**config.mk**
```make
export PLATFORM = sky130hd
export DESIGN_NAME = utf8_to_codepoint_decoder_flat
export DESIGN_NICKNAME = d
export VERILOG_FILES = /design/src/u8dec_pkg.sv /design/src/u8dec_in_if.sv /design/src/u8dec_out_if.sv /design/src/u8dec_step.sv /design/src/utf8_to_codepoint_decoder.sv /design/src/flat_wrapper.sv
export SDC_FILE = /design/constraint.sdc
export NUM_CORES = 1
export LEC_CHECK = 0
export BUFFER_PORTS_ARGS = -buffer_cell sky130_fd_sc_hd__buf_2
export CAP_MARGIN = 25
export CELL_PAD_IN_SITES_DETAIL_PLACEMENT = 1
export CELL_PAD_IN_SITES_GLOBAL_PLACEMENT = 2
export CORE_ASPECT_RATIO = 1.2
export CORE_UTILIZATION = 28
export DETAILED_ROUTE_END_ITERATION = 10
export PLACE_DENSITY = 0.7
export SYNTH_ARGS = -nofsm -noshare
export SYNTH_HDL_FRONTEND = slang
export SYNTH_SLANG_ARGS = --single-unit
```
**constraint.sdc**
```tcl
create_clock -name clk -period 5.21 [get_ports clk]
set_input_delay 0.2605 -clock clk [delete_from_list [all_inputs] [get_ports clk]]
set_output_delay 0.2605 -clock clk [all_outputs]
set_load 0.01 [all_outputs]
```
**src/u8dec_pkg.sv**
```systemverilog
// Shared widths, byte-class masks and the decode step result type for the UTF-8 decoder.
package u8dec_pkg;

  localparam int BYTE_W = 8;
  localparam int CP_W   = 21;
  localparam int PEND_W = 2;

  localparam logic [BYTE_W-1:0] ASCII_MASK = 8'b0111_1111;
  localparam logic [BYTE_W-1:0] LEAD2_MASK = 8'b0001_1111;
  localparam logic [BYTE_W-1:0] LEAD3_MASK = 8'b0000_1111;
  localparam logic [BYTE_W-1:0] LEAD4_MASK = 8'b0000_0111;
  localparam logic [BYTE_W-1:0] CONT_MASK  = 8'b0011_1111;

  localparam logic [1:0] CONT_TAG  = 2'b10;
  localparam logic [2:0] LEAD2_TAG = 3'b110;
  localparam logic [3:0] LEAD3_TAG = 4'b1110;
  localparam logic [4:0] LEAD4_TAG = 5'b11110;

  localparam logic [PEND_W-1:0] PEND_NONE = 2'd0;
  localparam logic [PEND_W-1:0] PEND_ONE  = 2'd1;
  localparam logic [PEND_W-1:0] PEND_TWO  = 2'd2;
  localparam logic [PEND_W-1:0] PEND_THREE = 2'd3;

  typedef struct packed {
    logic [PEND_W-1:0] pending_next;
    logic [CP_W-1:0]   partial_next;
    logic              emit;
    logic [CP_W-1:0]   code_point;
    logic              string_end;
  } step_t;

endpackage

```
**src/u8dec_in_if.sv**
```systemverilog
// Byte input channel: valid/ready handshake carrying one UTF-8 byte per transfer.
interface u8dec_in_if;
  logic                        valid;
  logic                        ready;
  logic [u8dec_pkg::BYTE_W-1:0] in_byte;

  modport source (output valid, output in_byte, input ready);
  modport sink   (input valid, input in_byte, output ready);
endinterface

```
**src/u8dec_out_if.sv**
```systemverilog
// Result channel: valid/ready handshake carrying one code point or end marker per transfer.
interface u8dec_out_if;
  logic                      valid;
  logic                      ready;
  logic [u8dec_pkg::CP_W-1:0] code_point;
  logic                      string_end;

  modport source (output valid, output code_point, output string_end, input ready);
  modport sink   (input valid, input code_point, input string_end, output ready);
endinterface

```
**src/u8dec_step.sv**
```systemverilog
// Combinational decode of one byte against the open sequence state.
module u8dec_step (
  input  logic [u8dec_pkg::BYTE_W-1:0] in_byte,
  input  logic [u8dec_pkg::PEND_W-1:0] pending,
  input  logic [u8dec_pkg::CP_W-1:0]   partial,
  output u8dec_pkg::step_t             step
);
  import u8dec_pkg::*;

  logic [CP_W-1:0]   shifted;
  logic [BYTE_W-1:0] cont_bits;

  assign cont_bits = in_byte & CONT_MASK;
  assign shifted   = {partial[CP_W-7:0], cont_bits[5:0]};

  always_comb begin
    step.pending_next = pending;
    step.partial_next = partial;
    step.emit         = 1'b0;
    step.code_point   = '0;
    step.string_end   = 1'b0;
    priority if (in_byte == '0) begin
      step.pending_next = PEND_NONE;
      step.partial_next = '0;
      step.emit         = 1'b1;
      step.string_end   = 1'b1;
    end else if (pending != PEND_NONE) begin
      if (in_byte[7:6] != CONT_TAG) begin
        step.pending_next = PEND_NONE;
        step.partial_next = '0;
      end else if (pending == PEND_ONE) begin
        step.pending_next = PEND_NONE;
        step.partial_next = '0;
        step.emit         = 1'b1;
        step.code_point   = shifted;
      end else begin
        step.pending_next = pending - PEND_ONE;
        step.partial_next = shifted;
      end
    end else if (in_byte[7] == 1'b0) begin
      step.emit       = 1'b1;
      step.code_point = CP_W'(in_byte & ASCII_MASK);
    end else if (in_byte[7:5] == LEAD2_TAG) begin
      step.pending_next = PEND_ONE;
      step.partial_next = CP_W'(in_byte & LEAD2_MASK);
    end else if (in_byte[7:4] == LEAD3_TAG) begin
      step.pending_next = PEND_TWO;
      step.partial_next = CP_W'(in_byte & LEAD3_MASK);
    end else if (in_byte[7:3] == LEAD4_TAG) begin
      step.pending_next = PEND_THREE;
      step.partial_next = CP_W'(in_byte & LEAD4_MASK);
    end else begin
      step.pending_next = PEND_NONE;
    end
  end

endmodule

```
**src/utf8_to_codepoint_decoder.sv**
```systemverilog
// UTF-8 byte stream to code point decoder, top level.
// Takes one byte per cycle and sustains one transfer per cycle on both sides while the
// result side is ready. A byte lands in an input register, is decoded against the
// open-sequence state, and any result goes to the output register. ASCII bytes and the
// final continuation byte of a 2, 3 or 4 byte sequence each give one code point; a zero
// byte gives an end marker (code_point 0, string_end 1) and drops any open sequence.
// Invalid lead bytes, stray bytes inside a sequence, and intermediate continuation bytes
// give no result. No overlong or surrogate checks.
module utf8_to_codepoint_decoder (
  input  logic         clk,
  input  logic         rst,
  u8dec_in_if.sink     text,
  u8dec_out_if.source  points
);
  import u8dec_pkg::*;

  logic              s1_valid;
  logic [BYTE_W-1:0] s1_byte;
  logic [PEND_W-1:0] pending;
  logic [CP_W-1:0]   partial;
  logic              out_valid;
  logic [CP_W-1:0]   out_cp;
  logic              out_end;
  logic              advance;
  step_t             step;

  u8dec_step u_step (
    .in_byte (s1_byte),
    .pending (pending),
    .partial (partial),
    .step    (step)
  );

  assign advance           = s1_valid && (!out_valid || points.ready);
  assign text.ready        = !s1_valid || advance;
  assign points.valid      = out_valid;
  assign points.code_point = out_cp;
  assign points.string_end = out_end;

  always_ff @(posedge clk) begin
    if (rst) begin
      s1_valid  <= 1'b0;
      pending   <= PEND_NONE;
      partial   <= '0;
      out_valid <= 1'b0;
    end else begin
      if (text.ready) begin
        s1_valid <= text.valid;
      end
      if (advance) begin
        pending   <= step.pending_next;
        partial   <= step.partial_next;
        out_valid <= step.emit;
      end else if (points.ready) begin
        out_valid <= 1'b0;
      end
    end
  end

  always_ff @(posedge clk) begin
    if (text.valid && text.ready) begin
      s1_byte <= text.in_byte;
    end
    if (advance) begin
      out_cp  <= step.code_point;
      out_end <= step.string_end;
    end
  end

endmodule

```
**src/flat_wrapper.sv**
```systemverilog
// flat-port wrapper written by rule: the top's interface ports become plain ports
module utf8_to_codepoint_decoder_flat import u8dec_pkg::*;
  (clk, rst, text_valid, text_in_byte, text_ready, points_valid, points_code_point, points_string_end, points_ready);
  u8dec_in_if text_i ();
  u8dec_out_if points_i ();
  input  logic clk;
  input  logic rst;
  input wire logic [$bits(text_i.valid)-1:0] text_valid;
  input wire logic [$bits(text_i.in_byte)-1:0] text_in_byte;
  output wire logic [$bits(text_i.ready)-1:0] text_ready;
  output wire logic [$bits(points_i.valid)-1:0] points_valid;
  output wire logic [$bits(points_i.code_point)-1:0] points_code_point;
  output wire logic [$bits(points_i.string_end)-1:0] points_string_end;
  input wire logic [$bits(points_i.ready)-1:0] points_ready;
  assign text_i.valid = text_valid;
  assign text_i.in_byte = text_in_byte;
  assign text_ready = text_i.ready;
  assign points_valid = points_i.valid;
  assign points_code_point = points_i.code_point;
  assign points_string_end = points_i.string_end;
  assign points_i.ready = points_ready;
  utf8_to_codepoint_decoder u_core (.clk(clk), .rst(rst), .text(text_i), .points(points_i));
endmodule
```
==> results by group, run 1 <==
Power and ir drop
  • Clock power frac: 0.360
  • Leakage: 0.987 nW
  • Sw Share: 0.221
  • Pint: 585 uW
  • Peak supply drop: 114 uV
  • Pwr/cell area: 306 nW/um2
  • Design Power: 751 uW
  • Net Switching: 166 uW
  • Combinational Power Share: 0.061
  • Seq pwr share: 0.578

Placement
  • Dpl cell area: 2350 um2
  • I/O Buffers: 35
  • DP Cell Count: 290
  • Place WS: 3240 ps
  • Final HPWL DP: 2.72 mm
  • Gpl congestion: 0.676

Clocking
  • Number of setup buffers added after CTS: 0
  • CTS buffer count: 5
  • Longest Clk Path Bufs: 2
  • Clock latency on the worst-skew pair: 300 ps
  • Post-cts resize count: 0
  • Clock Sinks: 49
  • CTS H-tree lvls: 2
  • CTS tree: built
  • Clock Tree Root: clkbuf_8
  • CTS Hold Bufs: 0
  • Clk slew on worst S/H paths: 90 ps

STA
  • Setup Total Neg Slack: 0 ps
  • RSZ-0062 raised after global routing: false
  • Endpoints failing setup: 0
  • Final hold vios: 0
  • Final Cycle Share: 0.380
  • Relative slew slack: 0.389
  • Worst hold margin: 126 ps
  • Worst Tran Pin Value: 917 ps
  • Fin crit period: 1980 ps
  • Max Slew Vio Count: 0
  • Clock Skews: 6.78 ps
  • Worst Slack Setup Final: 3230 ps
  • Peak Freq: 0.505 GHz

Synthesis
  • Post-synth EDFFs: 30
  • Post-synth top area share: 0.426
  • Yosys Warn Count: 0
  • Count leader, synth: edfxtp_1
  • Synth area leader: edfxtp_1
  • Synth Register Bits: 49
  • Syn_area_per_cell: 12.4 um2
  • Largest cells by area after synthesis: edfxtp_1, dfxtp_1, mux2i_1
  • Post-Syn Area: 2120 um2
  • Post-synth top cells: edfxtp_1, dfxtp_1, nand2_1
  • Synth unique cells: 30
  • Primary FF master, synth: edfxtp_1
  • Synthesized Nets: 186
  • Ys async rst share: 0
  • Mapped Cells: 171
  • Sequential area share after synthesis: 0.605

Global route
  • Grt ovf: 0
  • Tot GR Track Use: 0.112
  • Initial antenna violation count: 0
  • First-pass GRT wire length: 6.62 mm
  • Largest net degree at the start of global routing: 25
  • Number of global-route vias before repair: 1338

Floorplanning
  • Std-Cell Rows: 34
  • Die height: 97.3 um
  • Initial core utilization: 0.291
  • Die footprint: 7910 um2
  • Die W: 81.4 um
  • IO Pins: 36
  • Area of the core: 7270 um2

Layout
  • Final nets: 222
  • # diodes: 0
  • Final Cell Area: 2460 um2
  • Final core utilization: 0.338
  • Layout Cells excl Fill: 298
  • Area growth, synth to finish: 16.1%
  • Layout cell share with drive strength beyond 1: 0.250

Route
  • Post-route ant nets: 0
  • Vias: 1324
  • Residual DRC count: 0
  • DR WL/cell: 13.3 um
  • Via density: 4.44
  • DR iter-0 viols: 49
  • Drt pass-1 iters: 5
  • DRT Wirelength: 3.95 mm

Flow run
  • Max Cap Viol: 0

Critical path
  • Worst Path Required: 5440 ps
  • CP max FO: 10
  • Crit. End Element: flip-flop
  • CP max-delay cell: nor3_2
  • Crit Path Class: reg2reg
  • CP cell instances: inv_1, ha_1, or3_1, nor3_2, nand2_1, mux2i_1
  • Arr. time, crit path: 2210 ps
  • Startpoint Class: flip-flop
  • Slowest stage delay, CP: 480 ps

Hold path
  • Hold crit path type: in2reg

Outcome
  • Status: completed
## sequential cells by signal, summed over array words and instances, names as in the netlist
signal,count
u_core.points.code_point,21
u_core.partial,15
u_core.s1_byte,8
u_core.pending,2
u_core.points.string_end,1
u_core.points.valid,1
u_core.s1_valid,1
## worst max-delay path, delay by kind of cell (launching register included)
kind	cells	cell delay, ps
AND/OR/NAND/NOR	3	990
flip-flops	1	400
adder cells (fa/ha/maj)	1	280
multiplexers	1	150
buffers and inverters	1	70
## cell type report
type                    count  area, um2
clock buffers               5       68.8
clock inverters             3       41.3
fillers                   815       4820
inverters                   7       26.3
multi-input cells         108        744
flip-flops and latches     49       1280
well taps                  90        113
repair buffers             36        183
## power by group through the flow
stage / logic, mW / clock network, mW / registers (mW)
final: 0.0461 / 0.271 / 0.435
after global placement: 0.0467 / 0 / 0.443
after detailed placement: 0.0475 / 0 / 0.444
after global routing: 0.0515 / 0.294 / 0.437
after CTS: 0.0475 / 0.281 / 0.435
after floorplan: 0.0301 / 0 / 0.444
## layer usage
metal | global-route usage | vias up | share of wire
met5 | 0 | - | 0
met1 | 0.133 | 621 | 0.44
li1 | - | 661 | -
met4 | 0.0508 | 0 | 0.024
met3 | 0.0319 | 7 | 0.039
met2 | 0.181 | 35 | 0.50
## cell usage in the layout (no fill, tap or decap), types with 3 or more instances in the layout
| cell | count |
|---|---|
| buf_2 | 35 |
| edfxtp_1 | 30 |
| dfxtp_1 | 19 |
| nand2_1 | 18 |
| nand2b_1 | 17 |
| and2_1 | 15 |
| mux2i_1 | 15 |
| a21oi_1 | 8 |
| inv_1 | 7 |
| nor2b_1 | 6 |
| clkbuf_8 | 5 |
| o21ai_0 | 4 |
| nor2_1 | 3 |
| o211ai_1 | 3 |
| ha_1 | 3 |
## path summary, 6_finish.rpt
kind | startpoint | to | slack, ps | cells after the start
max | u_core.pending[0]$_SDFFE_PP0P_ | u_core.partial[5]$_SDFFE_PP0P_ | 3230 | 6
min | text_in_byte[3] | u_core.s1_byte[3]$_DFFE_PP_ | 130 | 1
max reg2reg | u_core.pending[0]$_SDFFE_PP0P_ | u_core.partial[5]$_SDFFE_PP0P_ | 3230 | 6
min reg2reg | u_core.partial[10]$_SDFFE_PP0P_ | u_core.partial[10]$_SDFFE_PP0P_ | 480 | 2
## logic make-up after synthesis
group                    after synthesis  share of synthesized area
flip-flops                            49                      0.605
buffers and inverters                 14                     0.0431
multiplexers                          15                     0.0709
adder cells (fa/ha/maj)                3                     0.0177
AO/OA/AOI/OAI                         20                     0.0591
AND/OR/NAND/NOR                       70                      0.204
Note: power is estimated with default switching activity, not from simulation.
==> run 2, diff against run 1 <==
--- a/config.mk
+++ b/config.mk
@@ -5,6 +5,7 @@
 export SDC_FILE = /design/constraint.sdc
 export NUM_CORES = 1
 export LEC_CHECK = 0
+export ABC_AREA = 1
 export BUFFER_PORTS_ARGS = -buffer_cell sky130_fd_sc_hd__buf_2
 export CAP_MARGIN = 25
 export CELL_PAD_IN_SITES_DETAIL_PLACEMENT = 1
@@ -12,7 +13,7 @@
 export CORE_ASPECT_RATIO = 1.2
 export CORE_UTILIZATION = 28
 export DETAILED_ROUTE_END_ITERATION = 10
-export PLACE_DENSITY = 0.7
+export PLACE_DENSITY = 0.78
 export SYNTH_ARGS = -nofsm -noshare
 export SYNTH_HDL_FRONTEND = slang
 export SYNTH_SLANG_ARGS = --single-unit
==> constraint.sdc (replaced) <==
create_clock -name clk -period 1.8 [get_ports clk]
set_input_delay 0.09 -clock clk [delete_from_list [all_inputs] [get_ports clk]]
set_output_delay 0.09 -clock clk [all_outputs]
set_load 0.01 [all_outputs]
==> results by group, run 2 <==
Synthesis
  • Yosys Warn Count: 0 (unchanged)
  • Post-synth top cells: nor2_1, nand2_1, edfxtp_1
  • Post-synth top area share: 0.413 (-0.0129)
  • Syn_area_per_cell: 9.06 um2 (-27%)
  • Synthesized Nets: 256 (+38%)
  • Post-Syn Area: 2180 um2 (+3.1%)
  • Count leader, synth: nor2_1
  • Synth Register Bits: 49 (unchanged)
  • Synth area leader: edfxtp_1
  • Primary FF master, synth: edfxtp_1
  • Sequential area share after synthesis: 0.587 (-0.0184)
  • Synth unique cells: 29 (-3.3%)
  • Ys async rst share: 0 (unchanged)
  • Largest cells by area after synthesis: edfxtp_1, dfxtp_1, nor2_1
  • Post-synth EDFFs: 30 (unchanged)
  • Mapped Cells: 241 (+41%)

Route
  • Drt pass-1 iters: 4 (-1)
  • DRT Wirelength: 4.41 mm (+12%)
  • Vias: 1690 (+28%)
  • DR WL/cell: 11.5 um (-13%)
  • Residual DRC count: 0 (unchanged)
  • Post-route ant nets: 0 (unchanged)
  • DR iter-0 viols: 32 (-35%)
  • Via density: 4.41 (-0.68%)

STA
  • Max Slew Vio Count: 0 (unchanged)
  • Endpoints failing setup: 0 (unchanged)
  • Peak Freq: 0.618 GHz (+23%)
  • Setup Total Neg Slack: 0 ps (unchanged)
  • Worst hold margin: 27.8 ps (-98.4 ps)
  • RSZ-0062 raised after global routing: false
  • Final Cycle Share: 0.898 (+0.518)
  • Clock Skews: 5.82 ps (-0.956 ps)
  • Fin crit period: 1620 ps (-364 ps)
  • Final hold vios: 0 (unchanged)
  • Worst Tran Pin Value: 481 ps (-436 ps)
  • Relative slew slack: 0.679 (+0.290)

Global route
  • Met3 usage in global routing: 0.0315 (-0.000443)
  • Tot GR Track Use: 0.127 (+0.0153)
  • Initial antenna violation count: 0 (unchanged)
  • Number of global-route vias before repair: 1759 (+31%)
  • GR peak layer: met2
  • Grt ovf: 0 (unchanged)
  • Met1 usage: 0.144 (+0.0111)
  • First-pass GRT wire length: 7.86 mm (+19%)
  • Largest net degree at the start of global routing: 20 (-20%)
  • GR Layer Usage met2: 0.229 (+0.0481)

Critical path
  • Startpoint Class: flip-flop
  • Slowest stage delay, CP: 420 ps (-60 ps)
  • Worst Path Required: 1840 ps (-3600 ps)
  • Crit path top cell by count: nor2_1
  • CP max-delay cell: dfxtp_1
  • CP max FO: 7 (-3)
  • Crit Path Class: reg2reg
  • CP cell instances: inv_1, ha_1, inv_2, nor2_1, a31oi_2, nor2_1
  • CP delay by family, top: flip-flops
  • Critical path buffer and inverter count: 2 (+1)
  • Crit. End Element: flip-flop
  • Arr. time, crit path: 1660 ps (-550 ps)

Clocking
  • Longest Clk Path Bufs: 2 (unchanged)
  • Clk slew on worst S/H paths: 90 ps (about the same)
  • Number of setup buffers added after CTS: 0 (unchanged)
  • Clock Sinks: 49 (unchanged)
  • Clock Tree Root: clkbuf_8
  • CTS tree: built
  • CTS H-tree lvls: 2 (unchanged)
  • Clock latency on the worst-skew pair: 300 ps (about the same)
  • CTS buffer count: 5 (unchanged)

Flow run
  • Max Cap Viol: 0 (unchanged)

Placement
  • I/O Buffers: 35 (unchanged)
  • Gpl congestion: 0.747 (+11%)
  • Final HPWL DP: 3.31 mm (+22%)

Power and ir drop
  • Sw Share: 0.247 (+0.0262)
  • Design Power: 2.12 mW (+180%)
  • Seq pwr share: 0.595 (+0.017)
  • Pint: 1.60 mW (+170%)
  • Leakage: 1.11 nW (+13%)
  • Pwr/cell area: 802 nW/um2 (+160%)
  • Peak supply drop: 341 uV (+200%)
  • Net Switching: 525 uW (+220%)
  • Combinational Power Share: 0.108 (+0.047)
  • Clock power frac: 0.297 (-0.063)

Layout
  • Most frequent cells in the layout: nor2_1, nand2_1, buf_2
  • Final nets: 307 (+38%)
  • Most common cell after layout, fill and taps aside: nor2_1
  • Final core utilization: 0.358 (+0.0200)
  • Area growth, synth to finish: 21.3%
  • Layout cell share with drive strength beyond 1: 0.232 (-0.0179)
  • # diodes: 0 (unchanged)
  • Filler cell count: 898 (+10%)
  • Max FFs per register: 21 (unchanged)

Floorplanning
  • Std-Cell Rows: 34 (unchanged)
  • Die height: 98.7 um (+1.5%)
  • Die W: 82.6 um (+1.5%)
  • Area of the core: 7400 um2 (+1.8%)
  • IO Pins: 36 (unchanged)
  • Initial core utilization: 0.295 (+0.00394)
  • Die footprint: 8160 um2 (+3.1%)

Outcome
  • Status: completed

Hold path
  • Hold crit path type: in2reg
-- run 2: cell types whose count changed in the layout (fill, tap and decap cells not counted), sizes merged, moves of 7 or more --
cell | previous run | this run
a21oi | 8 | 15
dlygate4sd3 | 0 | 8
nor2 | 3 | 59
mux2i | 15 | 0
nand3 | 0 | 13
and2 | 15 | 0
nand2 | 19 | 55
nand2b | 17 | 0
inv | 7 | 32
-- run 2: cells by family after synthesis --
group | share of synthesized area
AOI/OAI and AO/OA | 0.0527
buffers and inverters | 0.0796
adders and majority gates | 0.0172
DFF | 0.587
and+or+nand+nor | 0.264
-- run 2: final cells by class --
cell class / count / area (um2) / share of cell area
clock buffers: 5 / 68.8 / 0.0260
clock inverters: 3 / 17.5 / 0.00661
inverters: 32 / 120 / 0.0453
multi-input cells: 154 / 728 / 0.275
flip-flops and latches: 49 / 1280 / 0.484
well taps: 90 / 113 / 0.0425
repair buffers: 50 / 320 / 0.121
-- run 2: worst paths after layout --
kind / startpoint / endpoint / slack (ps) / depth (start not counted)
setup / recovery: u_core.pending[0]$_SDFFE_PP0P_ / u_core.points.code_point[4]$_SDFFCE_PN0P_ / 180 / 6
hold / removal: rst / u_core.pending[1]$_SDFFE_PP0P_ / 30 / 2
setup reg to reg: u_core.pending[0]$_SDFFE_PP0P_ / u_core.points.code_point[4]$_SDFFCE_PN0P_ / 180 / 6
hold reg to reg: u_core.pending[1]$_SDFFE_PP0P_ / u_core.pending[1]$_SDFFE_PP0P_ / 470 / 2
-- run 2: power by group through the flow --
stage	clock network [mW]	logic, mW	registers [mW]
final	0.631	0.229	1.26
after CTS	0.671	0.235	1.26
after global routing	0.696	0.264	1.27
after floorplan	0	0.138	1.30
after global placement	0	0.218	1.29
after detailed placement	0	0.221	1.29
-- run 2: timing repair --
item	4_1_cts	5_1_grt
resized for setup	0	0
hold endpoints to repair	8	0
hold buffers	8	0
-- run 2: metal layers --
layer | part of all wire | wire [um]
met5 | 0 | 0
met4 | 0.013 | 57
met3 | 0.034 | 151
met2 | 0.52 | 2290
met1 | 0.43 | 1910
-- run 2: metrics by stage --
| stage | instances | setup WS, ps | area (um2) |
|---|---|---|---|
| floorplan | 241 | 360 | 2180 |
| global route | 383 | 7.30 | 2650 |
| detailed placement | 367 | 174 | 2480 |
| CTS | 383 | 154 | 2650 |
| finish | 383 | 183 | 2650 |
| global placement | 367 | 257 | 2480 |
